## config.mk

```make
export PLATFORM = sky130hd
export DESIGN_NAME = multi_axis_position_stepper_flat
export DESIGN_NICKNAME = d
export VERILOG_FILES = /design/src/design/mps_pkg.sv /design/src/design/mps_if.sv /design/src/design/mps_div.sv /design/src/design/mps_front.sv /design/src/design/mps_back.sv /design/src/design/multi_axis_position_stepper.sv /design/src/flat_wrapper.sv
export SDC_FILE = /design/constraint.sdc
export NUM_CORES = 2
export LEC_CHECK = 0
export BUFFER_PORTS_ARGS = -buffer_cell sky130_fd_sc_hd__buf_2
export CAP_MARGIN = 20
export CORE_MARGIN = 8
export CORE_UTILIZATION = 45
export DETAILED_ROUTE_END_ITERATION = 10
export PLACE_DENSITY = 0.69
export SETUP_SLACK_MARGIN = 0.2
export SYNTH_ARGS = -nofsm -noshare
export SYNTH_HDL_FRONTEND = slang
export SYNTH_SLANG_ARGS = --single-unit
export TNS_END_PERCENT = 100
```

## constraint.sdc

```tcl
create_clock -name clk -period 33.6 [get_ports clk]
set_input_delay 6.72 -clock clk [delete_from_list [all_inputs] [get_ports clk]]
set_output_delay 6.72 -clock clk [all_outputs]
set_load 0.03 [all_outputs]
```

## src/design/mps_pkg.sv

```systemverilog
// shared types and constants for the multi-axis position stepper
`timescale 1ns / 1ps
`default_nettype none
package mps_pkg;

  localparam int AXES_DEF = 4;
  localparam int MAX_REPORT = 4;

  localparam int POS_W = 32;
  localparam int SPD_W = 21;
  localparam int TICK_W = 10;
  localparam int RATE_W = 20;
  localparam int CODE_W = 16;
  localparam int DIV_W = 30;
  localparam int STEP_W = 21;
  localparam int PROD_W = 43;

  // floor(x / 1000) as (x * RECIP_1000) >> RECIP_SH, exact for x below 2^DIV_W
  localparam int RECIP_W = 29;
  localparam int RECIP_SH = 38;
  localparam int RPROD_W = DIV_W + RECIP_W;
  localparam logic [RECIP_W-1:0] RECIP_1000 = 29'd274877907;

  localparam int CFG_IDX_W = 3;
  localparam int CFG_DATA_W = 20;

  localparam logic [TICK_W-1:0] MS_PER_S = 10'd1000;

  localparam logic [TICK_W-1:0] TICK_MS_RST = 10'd10;
  localparam logic [RATE_W-1:0] TOP_RATE_RST = 20'd100000;
  localparam logic [RATE_W-1:0] HOME_SPEED_RST = 20'd50000;
  localparam logic [CODE_W-1:0] ENABLE_MASK_RST = 16'd1;
  localparam logic [CODE_W-1:0] HOME_CODE_RST = 16'd1;

  localparam logic KIND_CMD = 1'b0;
  localparam logic KIND_TICK = 1'b1;

  localparam logic [1:0] STAT_ENABLED = 2'd3;
  localparam logic [1:0] STAT_STANDBY = 2'd2;
  localparam logic [1:0] HOME_NONE = 2'd0;
  localparam logic [1:0] HOME_BUSY = 2'd1;
  localparam logic [1:0] HOME_FINISHED = 2'd2;

  typedef enum logic [CFG_IDX_W-1:0] {
    REG_TICK_MS    = 3'd0,
    REG_TOP_RATE   = 3'd1,
    REG_HOME_SPEED = 3'd2,
    REG_ENABLE_MSK = 3'd3,
    REG_HOME_CODE  = 3'd4
  } cfg_reg_t;

  typedef struct packed {
    logic [TICK_W-1:0] tick_ms;
    logic [RATE_W-1:0] top_rate;
    logic [RATE_W-1:0] home_speed;
    logic [CODE_W-1:0] enable_mask;
    logic [CODE_W-1:0] home_start_code;
  } cfg_t;

  typedef struct packed {
    logic             tick;
    logic [3:0]       axis;
    logic             en;
    logic             home_go;
    logic [POS_W-1:0] target;
  } cmd_t;

  typedef enum logic [3:0] {
    ST_IDLE,
    ST_CMD,
    ST_TK_MUL,
    ST_TK_HSTEP,
    ST_TK_MSTEP,
    ST_AX_A,
    ST_AX_B,
    ST_AX_DIV,
    ST_EMIT
  } st_t;

endpackage
`default_nettype wire

```

## src/design/mps_if.sv

```systemverilog
// channel interfaces for items, results and configuration writes
`timescale 1ns / 1ps
`default_nettype none
interface mps_in_if;
  logic        valid;
  logic        ready;
  logic        kind;
  logic [1:0]  axis;
  logic [15:0] ctrl_bits;
  logic [15:0] home_req;
  logic [31:0] goal_pos;
  modport source (output valid, kind, axis, ctrl_bits, home_req, goal_pos,
                  input ready);
  modport sink (input valid, kind, axis, ctrl_bits, home_req, goal_pos,
                output ready);
endinterface

interface mps_out_if;
  logic        valid;
  logic        ready;
  logic [1:0]  axis_index;
  logic [1:0]  axis_state;
  logic [1:0]  homing_state;
  logic [31:0] position;
  logic [20:0] speed;
  logic        last;
  modport source (output valid, axis_index, axis_state, homing_state, position, speed, last,
                  input ready);
  modport sink (input valid, axis_index, axis_state, homing_state, position, speed, last,
                output ready);
endinterface

interface mps_cfg_if;
  logic        valid;
  logic        ready;
  logic [2:0]  index;
  logic [19:0] data;
  modport source (output valid, index, data, input ready);
  modport sink (input valid, index, data, output ready);
endinterface
`default_nettype wire

```

## src/design/mps_div.sv

```systemverilog
// serial restoring divider, one quotient bit per cycle
`timescale 1ns / 1ps
`default_nettype none
module mps_div
  import mps_pkg::*;
(
  input  wire logic              clk,
  input  wire logic              rst,
  input  wire logic              start,
  input  wire logic [DIV_W-1:0]  dividend,
  input  wire logic [TICK_W-1:0] divisor,
  output logic                   done,
  output logic [DIV_W-1:0]       quotient
);

  localparam int CNT_W = $clog2(DIV_W);

  logic [DIV_W-1:0]  dvd;
  logic [TICK_W-1:0] rem;
  logic [TICK_W-1:0] dsr;
  logic [CNT_W-1:0]  cnt;
  logic              busy;
  logic [TICK_W:0]   rem_sh;
  logic              qbit;

  assign rem_sh = {rem, dvd[DIV_W-1]};
  assign qbit = rem_sh >= {1'b0, dsr};
  assign quotient = dvd;

  always_ff @(posedge clk) begin
    if (rst) begin
      busy <= 1'b0;
      done <= 1'b0;
      cnt <= '0;
    end else begin
      done <= 1'b0;
      if (start) begin
        busy <= 1'b1;
        cnt <= '0;
        dvd <= dividend;
        dsr <= divisor;
        rem <= '0;
      end else if (busy) begin
        rem <= qbit ? TICK_W'(rem_sh - {1'b0, dsr}) : rem_sh[TICK_W-1:0];
        dvd <= {dvd[DIV_W-2:0], qbit};
        cnt <= cnt + 1'b1;
        if (cnt == CNT_W'(DIV_W - 1)) begin
          busy <= 1'b0;
          done <= 1'b1;
        end
      end
    end
  end

endmodule
`default_nettype wire

```

## src/design/mps_front.sv

```systemverilog
// input side: classifies items and queues them for the axis engine
`timescale 1ns / 1ps
`default_nettype none
module mps_front
  import mps_pkg::*;
#(
  parameter int AXES = AXES_DEF
) (
  input  wire logic clk,
  input  wire logic rst,
  mps_in_if.sink    in_ch,
  input  wire cfg_t cfg,
  input  wire logic pop,
  output logic      q_valid,
  output cmd_t      q_data
);

  cmd_t       entry [2];
  logic       wptr;
  logic       rptr;
  logic [1:0] cnt;
  logic       acc;
  logic       drop;
  cmd_t       cls;

  assign in_ch.ready = cnt != 2'd2;
  assign acc = in_ch.valid && in_ch.ready;
  assign drop = (in_ch.kind == KIND_CMD) && (5'(in_ch.axis) >= 5'(AXES));
  assign q_valid = cnt != 2'd0;
  assign q_data = entry[rptr];

  always_comb begin
    cls.tick = in_ch.kind == KIND_TICK;
    cls.axis = 4'(in_ch.axis);
    cls.en = (in_ch.ctrl_bits & cfg.enable_mask) != '0;
    cls.home_go = in_ch.home_req == cfg.home_start_code;
    cls.target = in_ch.goal_pos;
  end

  always_ff @(posedge clk) begin
    if (rst) begin
      wptr <= 1'b0;
      rptr <= 1'b0;
      cnt <= '0;
    end else begin
      if (acc && !drop) begin
        entry[wptr] <= cls;
        wptr <= !wptr;
      end
      if (pop) begin
        rptr <= !rptr;
      end
      cnt <= cnt + 2'(acc && !drop) - 2'(pop);
    end
  end

endmodule
`default_nettype wire

```

## src/design/mps_back.sv

```systemverilog
// axis engine: applies commands, steps axes on ticks, reports status
`timescale 1ns / 1ps
`default_nettype none
module mps_back
  import mps_pkg::*;
#(
  parameter int AXES = AXES_DEF
) (
  input  wire logic clk,
  input  wire logic rst,
  input  wire cfg_t cfg,
  input  wire logic q_valid,
  input  wire cmd_t q_data,
  output logic      pop,
  mps_out_if.source out_ch
);

  localparam int AW = AXES > 1 ? $clog2(AXES) : 1;
  localparam int REPORT = AXES < MAX_REPORT ? AXES : MAX_REPORT;

  st_t state, state_next;

  logic [AXES-1:0] enabled;
  logic [AXES-1:0] homing;
  logic [AXES-1:0] homed;
  logic [POS_W-1:0] tgt_r [AXES];
  logic [POS_W-1:0] pos_r [AXES];
  logic [SPD_W-1:0] spd_r [AXES];

  logic [AW-1:0]     cur;
  logic              single;
  logic              c_en;
  logic              c_home;
  logic [POS_W-1:0]  c_target;
  logic [DIV_W-1:0]  reach;
  logic [DIV_W-1:0]  hprod;
  logic [STEP_W-1:0] hstep;
  logic [STEP_W-1:0] mstep;
  logic [PROD_W-1:0] prod;
  logic              dneg;
  logic              dzero;
  logic              ov;
  logic [DIV_W-1:0]  rin;
  logic [RPROD_W-1:0] rprod;

  logic              div_start;
  logic [DIV_W-1:0]  div_dividend;
  logic [TICK_W-1:0] div_divisor;
  logic              div_done;
  logic [DIV_W-1:0]  div_q;

  logic [POS_W-1:0]  pos_c;
  logic [POS_W-1:0]  tgt_c;
  logic [POS_W:0]    d;
  logic [POS_W:0]    mag;
  logic              far;
  logic              last_axis;
  logic              out_free;
  logic              emit_last;
  logic [POS_W:0]    h_dn;
  logic [POS_W:0]    h_up;
  logic [POS_W:0]    m_sum;
  logic [SPD_W-1:0]  hs_s;
  logic [SPD_W-1:0]  ms_s;
  logic              en_a;
  logic              hom_a;
  logic              hom_b;

  mps_div u_div (
    .clk      (clk),
    .rst      (rst),
    .start    (div_start),
    .dividend (div_dividend),
    .divisor  (div_divisor),
    .done     (div_done),
    .quotient (div_q)
  );

  assign pos_c = pos_r[cur];
  assign tgt_c = tgt_r[cur];
  assign d = {tgt_c[POS_W-1], tgt_c} - {pos_c[POS_W-1], pos_c};
  assign mag = d[POS_W] ? (POS_W+1)'(0) - d : d;
  assign far = (prod > PROD_W'(reach)) || (cfg.tick_ms == '0);
  assign last_axis = cur == AW'(AXES - 1);
  assign out_free = !ov || out_ch.ready;
  assign emit_last = single || (cur == AW'(REPORT - 1));
  assign h_dn = {pos_c[POS_W-1], pos_c} - (POS_W+1)'(hstep);
  assign h_up = {pos_c[POS_W-1], pos_c} + (POS_W+1)'(hstep);
  assign m_sum = dneg ? {pos_c[POS_W-1], pos_c} - (POS_W+1)'(mstep)
                      : {pos_c[POS_W-1], pos_c} + (POS_W+1)'(mstep);
  assign hs_s = {1'b0, cfg.home_speed};
  assign ms_s = {1'b0, cfg.top_rate};

  // step length per tick: product over 1000 by reciprocal multiply
  assign rin = (state == ST_TK_HSTEP) ? hprod : reach;
  assign rprod = RPROD_W'(rin) * RPROD_W'(RECIP_1000);

  // command effect on the addressed axis
  always_comb begin
    en_a = enabled[cur];
    hom_a = homing[cur];
    if (c_en && !enabled[cur]) begin
      en_a = 1'b1;
    end else if (!c_en && enabled[cur]) begin
      en_a = 1'b0;
      hom_a = 1'b0;
    end
    hom_b = hom_a || c_home;
  end

  always_ff @(posedge clk) begin
    if (rst) begin
      state <= ST_IDLE;
    end else begin
      state <= state_next;
    end
  end

  always_comb begin
    state_next = state;
    pop = 1'b0;
    div_start = 1'b0;
    div_dividend = prod[DIV_W-1:0];
    div_divisor = cfg.tick_ms;
    unique case (state)
      ST_IDLE: begin
        if (q_valid) begin
          pop = 1'b1;
          state_next = q_data.tick ? ST_TK_MUL : ST_CMD;
        end
      end
      ST_CMD: state_next = ST_EMIT;
      ST_TK_MUL: state_next = ST_TK_HSTEP;
      ST_TK_HSTEP: state_next = ST_TK_MSTEP;
      ST_TK_MSTEP: state_next = ST_AX_A;
      ST_AX_A: state_next = ST_AX_B;
      ST_AX_B: begin
        if (!homing[cur] && enabled[cur] && !dzero && !far) begin
          div_start = 1'b1;
          state_next = ST_AX_DIV;
        end else begin
          state_next = last_axis ? ST_EMIT : ST_AX_A;
        end
      end
      ST_AX_DIV: if (div_done) state_next = last_axis ? ST_EMIT : ST_AX_A;
      ST_EMIT: if (out_free && emit_last) state_next = ST_IDLE;
      default: state_next = ST_IDLE;
    endcase
  end

  always_ff @(posedge clk) begin
    if (rst) begin
      enabled <= '0;
      homing <= '0;
      homed <= '0;
      ov <= 1'b0;
      cur <= '0;
      single <= 1'b0;
      for (int i = 0; i < AXES; i++) begin
        tgt_r[i] <= '0;
        pos_r[i] <= '0;
        spd_r[i] <= '0;
      end
    end else begin
      ov <= (state == ST_EMIT && out_free) || (ov && !out_ch.ready);
      unique case (state)
        ST_IDLE: begin
          if (q_valid) begin
            cur <= q_data.tick ? '0 : AW'(q_data.axis);
            single <= !q_data.tick;
            c_en <= q_data.en;
            c_home <= q_data.home_go;
            c_target <= q_data.target;
          end
        end
        ST_CMD: begin
          enabled[cur] <= en_a;
          homing[cur] <= hom_b;
          if (!hom_a && c_home) begin
            homed[cur] <= 1'b0;
          end
          if (!c_en && enabled[cur]) begin
            spd_r[cur] <= '0;
          end
          if (en_a && !hom_b) begin
            tgt_r[cur] <= c_target;
          end
        end
        ST_TK_MUL: begin
          reach <= DIV_W'(cfg.top_rate) * DIV_W'(cfg.tick_ms);
          hprod <= DIV_W'(cfg.home_speed) * DIV_W'(cfg.tick_ms);
        end
        ST_TK_HSTEP: hstep <= rprod[RECIP_SH +: STEP_W];
        ST_TK_MSTEP: mstep <= rprod[RECIP_SH +: STEP_W];
        ST_AX_A: begin
          prod <= PROD_W'(mag) * PROD_W'(MS_PER_S);
          dneg <= d[POS_W];
          dzero <= d == '0;
        end
        ST_AX_B: begin
          if (homing[cur]) begin
            if (!pos_c[POS_W-1] && pos_c != '0) begin
              spd_r[cur] <= SPD_W'(0) - hs_s;
              pos_r[cur] <= h_dn[POS_W] ? '0 : h_dn[POS_W-1:0];
            end else if (pos_c[POS_W-1]) begin
              spd_r[cur] <= hs_s;
              pos_r[cur] <= (!h_up[POS_W] && h_up != '0) ? '0 : h_up[POS_W-1:0];
            end else begin
              homing[cur] <= 1'b0;
              homed[cur] <= 1'b1;
              spd_r[cur] <= '0;
            end
          end else if (enabled[cur]) begin
            if (dzero) begin
              spd_r[cur] <= '0;
            end else if (far) begin
              spd_r[cur] <= dneg ? SPD_W'(0) - ms_s : ms_s;
              if (m_sum[POS_W] != m_sum[POS_W-1]) begin
                pos_r[cur] <= m_sum[POS_W] ? {1'b1, {(POS_W-1){1'b0}}}
                                           : {1'b0, {(POS_W-1){1'b1}}};
              end else begin
                pos_r[cur] <= m_sum[POS_W-1:0];
              end
            end
          end else begin
            spd_r[cur] <= '0;
          end
          if (homing[cur] || !enabled[cur] || dzero || far) begin
            cur <= last_axis ? '0 : cur + 1'b1;
          end
        end
        ST_AX_DIV: begin
          if (div_done) begin
            spd_r[cur] <= dneg ? SPD_W'(0) - SPD_W'(div_q) : SPD_W'(div_q);
            pos_r[cur] <= tgt_c;
            cur <= last_axis ? '0 : cur + 1'b1;
          end
        end
        ST_EMIT: begin
          if (out_free) begin
            out_ch.axis_index <= 2'(cur);
            out_ch.axis_state <= enabled[cur] ? STAT_ENABLED : STAT_STANDBY;
            out_ch.homing_state <= homing[cur] ? HOME_BUSY
                                 : (homed[cur] ? HOME_FINISHED : HOME_NONE);
            out_ch.position <= pos_c;
            out_ch.speed <= spd_r[cur];
            out_ch.last <= emit_last;
            if (!emit_last) begin
              cur <= cur + 1'b1;
            end
          end
        end
        default: ;
      endcase
    end
  end

  assign out_ch.valid = ov;

  a_div_done_waited: assert property (@(posedge clk) disable iff (rst)
    div_done |-> state == ST_AX_DIV)
    else $error("divider finished outside a wait state");

  a_home_flags: assert property (@(posedge clk) disable iff (rst)
    (homing & homed) == '0)
    else $error("axis both homing and homed");

  a_pop_idle: assert property (@(posedge clk) disable iff (rst)
    pop |-> state == ST_IDLE && q_valid)
    else $error("queue popped while engine busy");

  a_reset: assert property (@(posedge clk)
    rst |=> state == ST_IDLE && !ov)
    else $error("engine not idle after reset");

endmodule
`default_nettype wire

```

## src/design/multi_axis_position_stepper.sv

```systemverilog
// top level of the multi-axis position stepper
`timescale 1ns / 1ps
`default_nettype none
// Keeps AXES motion axes. A command beat updates one axis and returns one
// status beat; a command to an axis beyond AXES is taken and dropped. A
// tick beat steps every axis and returns the status of the first AXES axes,
// at most four (axes 0 to 3), the final one flagged last. A tick first works
// out the homing and tracking step lengths (a multiply step, then a
// reciprocal multiply for each division by 1000), then steps each axis in
// turn; an axis that lands on its target waits for its speed from the serial
// divider, one quotient bit a cycle, and then the status beats follow. A two
// entry input queue keeps taking beats while the axis engine works, until it
// is full, and the result register holds a beat while the next is prepared.
module multi_axis_position_stepper
  import mps_pkg::*;
#(
  parameter int AXES = AXES_DEF
) (
  input  wire logic clk,
  input  wire logic rst,
  mps_in_if.sink    in_ch,
  mps_out_if.source out_ch,
  mps_cfg_if.sink   cfg_ch
);

  cfg_t cfg;
  logic q_valid;
  cmd_t q_data;
  logic pop;

  assign cfg_ch.ready = 1'b1;

  always_ff @(posedge clk) begin
    if (rst) begin
      cfg.tick_ms <= TICK_MS_RST;
      cfg.top_rate <= TOP_RATE_RST;
      cfg.home_speed <= HOME_SPEED_RST;
      cfg.enable_mask <= ENABLE_MASK_RST;
      cfg.home_start_code <= HOME_CODE_RST;
    end else if (cfg_ch.valid) begin
      unique case (cfg_ch.index)
        REG_TICK_MS: cfg.tick_ms <= cfg_ch.data[TICK_W-1:0];
        REG_TOP_RATE: cfg.top_rate <= cfg_ch.data[RATE_W-1:0];
        REG_HOME_SPEED: cfg.home_speed <= cfg_ch.data[RATE_W-1:0];
        REG_ENABLE_MSK: cfg.enable_mask <= cfg_ch.data[CODE_W-1:0];
        REG_HOME_CODE: cfg.home_start_code <= cfg_ch.data[CODE_W-1:0];
        default: ;
      endcase
    end
  end

  mps_front #(.AXES(AXES)) u_front (
    .clk     (clk),
    .rst     (rst),
    .in_ch   (in_ch),
    .cfg     (cfg),
    .pop     (pop),
    .q_valid (q_valid),
    .q_data  (q_data)
  );

  mps_back #(.AXES(AXES)) u_back (
    .clk     (clk),
    .rst     (rst),
    .cfg     (cfg),
    .q_valid (q_valid),
    .q_data  (q_data),
    .pop     (pop),
    .out_ch  (out_ch)
  );

endmodule
`default_nettype wire
```

## src/flat_wrapper.sv

```systemverilog
// flat-port wrapper written by rule: the top's interface ports become plain ports
module multi_axis_position_stepper_flat import mps_pkg::*;
#(
  parameter int AXES = AXES_DEF
)
  (clk, rst, in_ch_valid, in_ch_kind, in_ch_axis, in_ch_ctrl_bits, in_ch_home_req, in_ch_goal_pos, in_ch_ready, out_ch_valid, out_ch_axis_index, out_ch_axis_state, out_ch_homing_state, out_ch_position, out_ch_speed, out_ch_last, out_ch_ready, cfg_ch_valid, cfg_ch_index, cfg_ch_data, cfg_ch_ready);
  mps_in_if in_ch_i ();
  mps_out_if out_ch_i ();
  mps_cfg_if cfg_ch_i ();
  input  wire logic clk;
  input  wire logic rst;
  input wire logic [$bits(in_ch_i.valid)-1:0] in_ch_valid;
  input wire logic [$bits(in_ch_i.kind)-1:0] in_ch_kind;
  input wire logic [$bits(in_ch_i.axis)-1:0] in_ch_axis;
  input wire logic [$bits(in_ch_i.ctrl_bits)-1:0] in_ch_ctrl_bits;
  input wire logic [$bits(in_ch_i.home_req)-1:0] in_ch_home_req;
  input wire logic [$bits(in_ch_i.goal_pos)-1:0] in_ch_goal_pos;
  output wire logic [$bits(in_ch_i.ready)-1:0] in_ch_ready;
  output wire logic [$bits(out_ch_i.valid)-1:0] out_ch_valid;
  output wire logic [$bits(out_ch_i.axis_index)-1:0] out_ch_axis_index;
  output wire logic [$bits(out_ch_i.axis_state)-1:0] out_ch_axis_state;
  output wire logic [$bits(out_ch_i.homing_state)-1:0] out_ch_homing_state;
  output wire logic [$bits(out_ch_i.position)-1:0] out_ch_position;
  output wire logic [$bits(out_ch_i.speed)-1:0] out_ch_speed;
  output wire logic [$bits(out_ch_i.last)-1:0] out_ch_last;
  input wire logic [$bits(out_ch_i.ready)-1:0] out_ch_ready;
  input wire logic [$bits(cfg_ch_i.valid)-1:0] cfg_ch_valid;
  input wire logic [$bits(cfg_ch_i.index)-1:0] cfg_ch_index;
  input wire logic [$bits(cfg_ch_i.data)-1:0] cfg_ch_data;
  output wire logic [$bits(cfg_ch_i.ready)-1:0] cfg_ch_ready;
  assign in_ch_i.valid = in_ch_valid;
  assign in_ch_i.kind = in_ch_kind;
  assign in_ch_i.axis = in_ch_axis;
  assign in_ch_i.ctrl_bits = in_ch_ctrl_bits;
  assign in_ch_i.home_req = in_ch_home_req;
  assign in_ch_i.goal_pos = in_ch_goal_pos;
  assign in_ch_ready = in_ch_i.ready;
  assign out_ch_valid = out_ch_i.valid;
  assign out_ch_axis_index = out_ch_i.axis_index;
  assign out_ch_axis_state = out_ch_i.axis_state;
  assign out_ch_homing_state = out_ch_i.homing_state;
  assign out_ch_position = out_ch_i.position;
  assign out_ch_speed = out_ch_i.speed;
  assign out_ch_last = out_ch_i.last;
  assign out_ch_i.ready = out_ch_ready;
  assign cfg_ch_i.valid = cfg_ch_valid;
  assign cfg_ch_i.index = cfg_ch_index;
  assign cfg_ch_i.data = cfg_ch_data;
  assign cfg_ch_ready = cfg_ch_i.ready;
  multi_axis_position_stepper #(.AXES(AXES)) u_core (.clk(clk), .rst(rst), .in_ch(in_ch_i), .out_ch(out_ch_i), .cfg_ch(cfg_ch_i));
endmodule
```

; Word level (Yosys, flattened, before mapping)
; Memories as Yosys holds them, arrays and structs flattened. A register that Yosys moved wholly into a read port is not among the register bits.
; Index checks and enable logic that the tools add are counted.
[op_classes]
addsub = 14
multipliers = 4
magnitude_cmp = 4
eq_ne = 27
mux = 154
n_bitwise = 18
reduce_logical = 70
[ops]
columns = op, count
row1 = $mux 32, 9
row2 = $mux 21, 10
row3 = $mux 1, 90
row4 = $mux 30, 3
row5 = $add 32x22->33, 2
row6 = $mux 33, 2
row7 = $sub 32x22->33, 2
row8 = $reduce_or 32->1, 2
row9 = $mul 20x10->30, 2
row10 = $mul 30x29->59 const B, 1
row11 = $mux 4, 12
row12 = $gt 43x30->1, 1
row13 = $sub 1x20->21 const A, 2
row14 = $mul 33x7->40 const B, 1
row15 = $pmux 4 s9, 1
row16 = $logic_not 33->1, 1
row17 = $reduce_bool 33->1, 1
row18 = $sub 1x33->33 const A, 1
row19 = $sub 32x32->33, 1
row20 = $mux 2, 16
row21 = $reduce_bool 32->1, 1
row22 = $reduce_and 2->1, 12
row23 = $reduce_or 21->1, 1
row24 = $sub 1x21->21 const A, 1
row25 = other kinds (48), 116
[totals]
regBits = 380
ramBits = 414
output_inout_bits = 63
elab_cells = 332
n_memories = 4
[mem_list]
columns = memory, words, width, rd, rd_clocked_by_memory_dff, wr, line
row1 = u_core.u_back.pos_r, 4, 32, 1, 1, 4, mps_back.sv:27  ; logic [POS_W-1:0] pos_r [AXES];
row2 = u_core.u_back.tgt_r, 4, 32, 1, 1, 4, mps_back.sv:26  ; logic [POS_W-1:0] tgt_r [AXES];
row3 = u_core.u_back.spd_r, 4, 21, 1, 1, 4, mps_back.sv:28  ; logic [SPD_W-1:0] spd_r [AXES];
row4 = u_core.u_front.entry, 2, 37, 1, 1, 1, mps_front.sv:18  ; cmd_t entry [2];

; Longest topological paths before layout
[depth]
depth_word = 16
mapped_depth = 41

; Cells and area by module
; A second synthesis with hierarchy kept.
[hier_totals]
hier_cells = 6982
hier_area_um2 = 73996.0
[by_module_without_submodules]
columns = mod, n_inst, cells_each, area_per_inst_um2, seq_area_each_um2
row1 = mps_back, 1, 6286, 64664.5, 17767.0
row2 = multi_axis_position_stepper, 1, 309, 3286.9, 1641.6
row3 = mps_front, 1, 173, 3183.1, 2322.2
row4 = mps_div, 1, 214, 2861.5, 1641.6

; Least setup slack after synthesis
; Ideal clock, no wire load.
[synth_timing]
path_kind = input port to flip-flop
start = in rst
end = reg u_core.u_back.hprod[0], enable pin
setup_time_ns = 0.626
t_arrival_ns = 12.814
required_ns = 32.974
setup_slack_ns = 20.160
cell_stages = 3
cell_sequence = clkbuf_1 > clkbuf_1 > nor4_1
[synth_between]
elab_chain_cells = 2
[synth_lines]
columns = element, line
row1 = start: declaration, flat_wrapper.sv:11  ; input wire logic rst;
row2 = $not 1->1 (no line), n/a
row3 = $reduce_and 2->1 (no line), n/a
row4 = end signal: assignment, mps_back.sv:191  ; hprod <= DIV_W'(cfg.home_speed) * DIV_W'(cfg.tick_ms);
row5 = end: declaration, mps_back.sv:36  ; logic [DIV_W-1:0] hprod;
; Every way passes these cells.
; A chain may end at the register's enable or synchronous reset.

==> results.ini <==
[setup_path]
max_stage_delay_ps=780
cp-end-kind=flop
path_class=flop to flop
crit_top_cell=inv_1
cp-start-kind=flop
crit_path_max_fanout=44
crit_slowest_cell=buf_4
cp.required_ps=34090
arrival_ps=11290

[die]
io_pins=158
start_util=0.453
die_h_um=421
core_area_sq_mm=0.163
row_count=148
die-area_sq_mm=0.177
fp.dieW_um=421

[clock_tree]
clock_latency_ps=750
cts_buffer_depth=3
post-cts-setup-buffer-count=0
cts.sinks=817
clockRootBuffer=clkbuf_16
post_cts_resize_count=0
cts_inserted_buffers=90
htreeDepth=3
cts_tree=done
path_clk_slew_ps=60
cts_hold_buf=0

[routing]
wl_per_cell_um=22.8
drt_wl_total_um=215000
drt_iter0_markers=4907
routed_via_density=5.72
ant_nets=0
vias=54029
dr.pass1.iters=7
drc=0

[placed_design]
place_congestion=0.967
port_buffers=155
place_hpwl_um=164000

[timing]
clock.fmax_mhz=92.6
fin_crit_ps=10800
finalClockSkew_ps=57.2
slew_violations=0
worstMarginPinSlew_ps=1230
fin_crit_sh=0.321
setup_viol=0
final.setup.tns_ps=0
relSlewSlack=0.181
hold_viol_final=0
rsz0062_at_grt=false

[yosys]
ys_seq_area_frac=0.316
netlist_area_sq_mm=0.0739
async_reset_ff_frac=0
synthFlopType=edfxtp_1
ys_ff_latch=817
synth_cell_types=105
synth_edf_count=701
postSynthAreaPerCell_sq_um=10.4
ys_warn_count=0
postSynthCellCount=7115

[final_layout]
drive_above_1_share=0.0912
area_growth_pct=8.46
fin_nets=8689

[grt]
grt_usage=0.239
grt_pass1_wl_um=332000
grt_max_degree=90
grt_overflow_total=0
antenna_found_initial=21
grt_pass1_vias=55789

[job]
maxCapViolCount=0

[min_path]
hold_class=flop to flop

[run_status]
status=complete, no violations

## layer usage
| metal | vias to the layer above | GRT usage | wire length (um) |
|---|---|---|---|
| li1 | 24449 | - | - |
| met1 | 26963 | 0.307 | 86600 |
| met2 | 2100 | 0.395 | 101000 |
| met3 | 511 | 0.0463 | 17200 |
| met4 | 6 | 0.100 | 10100 |
| met5 | - | 0 | 39 |
## cell usage after synthesis, types with 44 or more instances
library cell | n | area [sq um]
a21o_1 | 130 | 976
a21oi_1 | 389 | 1950
and2_1 | 195 | 1220
and3_1 | 58 | 363
clkbuf_1 | 235 | 882
dfxtp_1 | 116 | 2320
edfxtp_1 | 701 | 21100
fa_1 | 679 | 13600
ha_1 | 739 | 9250
inv_1 | 1052 | 3950
mux2_2 | 66 | 743
mux4_2 | 88 | 1980
nand2_1 | 687 | 2580
nand2b_1 | 54 | 338
nand3_1 | 94 | 470
nor2_1 | 389 | 1460
nor2b_1 | 44 | 275
nor3_1 | 85 | 425
o21a_1 | 47 | 353
o21ai_0 | 192 | 961
o31ai_1 | 47 | 353
xnor2_1 | 252 | 2210
xor2_1 | 83 | 727
## layout make-up
class	count	area [sq um]
well taps	2175	2720
fillers	14677	82800
multi-input cells	4961	45600
diodes	15	37.5
inverters	1057	3970
flip-flops and latches	817	23400
repair buffers	249	1540
clock inverters	55	515
clock buffers	111	2380
## worst max-delay path, delay by kind of cell, from the launching register on
| kind | cells | cell delay (ps) |
|---|---|---|
| buf+inv | 8 | 1730 |
| xor+xnor | 2 | 540 |
| simple gates | 3 | 630 |
| mux | 1 | 780 |
| compound gates | 13 | 3480 |
| flops | 1 | 650 |
| fa+ha+maj | 6 | 2670 |
## final timing paths
| path | start | endpoint | slack, ps | cells after the start |
|---|---|---|---|---|
| hold reg to reg | u_core.cfg[27] | u_core.cfg[27] | 450 | 2 |
| setup / recovery | flop | u_core.u_back.prod[42] | 22800 | 33 |
| setup reg to reg | flop | u_core.u_back.prod[42] | 22800 | 33 |
| hold / removal | u_core.cfg[27] | u_core.cfg[27] | 450 | 2 |
## per-stage QoR
| step | utilization | std cells | worst slack (ps) | hold slack (ps) | instance area [sq um] |
|---|---|---|---|---|---|
| 2_1_floorplan | - | 7116 | 20160 | 406 | 73900 |
| 3_3_place_gp | 0.473 | 9251 | 22980 | 441 | 77100 |
| 3_5_place_dp | 0.473 | 9254 | 22880 | 446 | 77100 |
| 5_1_grt | 0.492 | 9429 | 22050 | 464 | 80100 |
| 4_1_cts | 0.491 | 9420 | 22860 | 454 | 80000 |
| 6_report | 0.492 | 9440 | 22800 | 455 | 80100 |
## state kept, by name (all words and copies together), names as in the netlist, 30 cells and up, named ones only
signal                         flops
u_core.u_back.c_target            32
u_core.u_back.out_ch.position     32
u_core.u_back.prod                40
u_core.cfg                        82
u_core.u_back.hprod               30
u_core.u_back.u_div.quotient      30
u_core.u_back.tgt_r              128
u_core.u_front.entry              74
u_core.u_back.reach               30
u_core.u_back.spd_r               84
u_core.u_back.pos_r              128
## cell usage in the layout (no fill, tap or decap), drive strengths merged, types with 34 or more instances in the layout
cell type and instances:
nand2b 55, o21a 47, nor3 85, mux4 88, and3 59, buf 249, clkbuf 111, edfxtp 701
nand3 94, nor2b 44, a211oi 34, ha 739, o31ai 49, o21ai 216, a21oi 389, fa 679
inv 1071, nand2 687, a31oi 44, and2 196, nor4 42, a21o 130, dfxtp 116, xor2 85
xnor2 258, nand4 36, mux2 66, nor2 392
## kinds of logic after synthesis
kind of cell,after synthesis,synth area share
simple gates,1830,0.119
compound gates,1194,0.106
flops,817,0.316
other cells,1,0.0000507
fa+ha+maj,1424,0.310
buf+inv,1338,0.0688
xor+xnor,343,0.0419
mux,168,0.0388
Power is left out: the tool's default activity adds up to more than one toggle a clock period on the data nets, which glitch-free logic cannot reach.
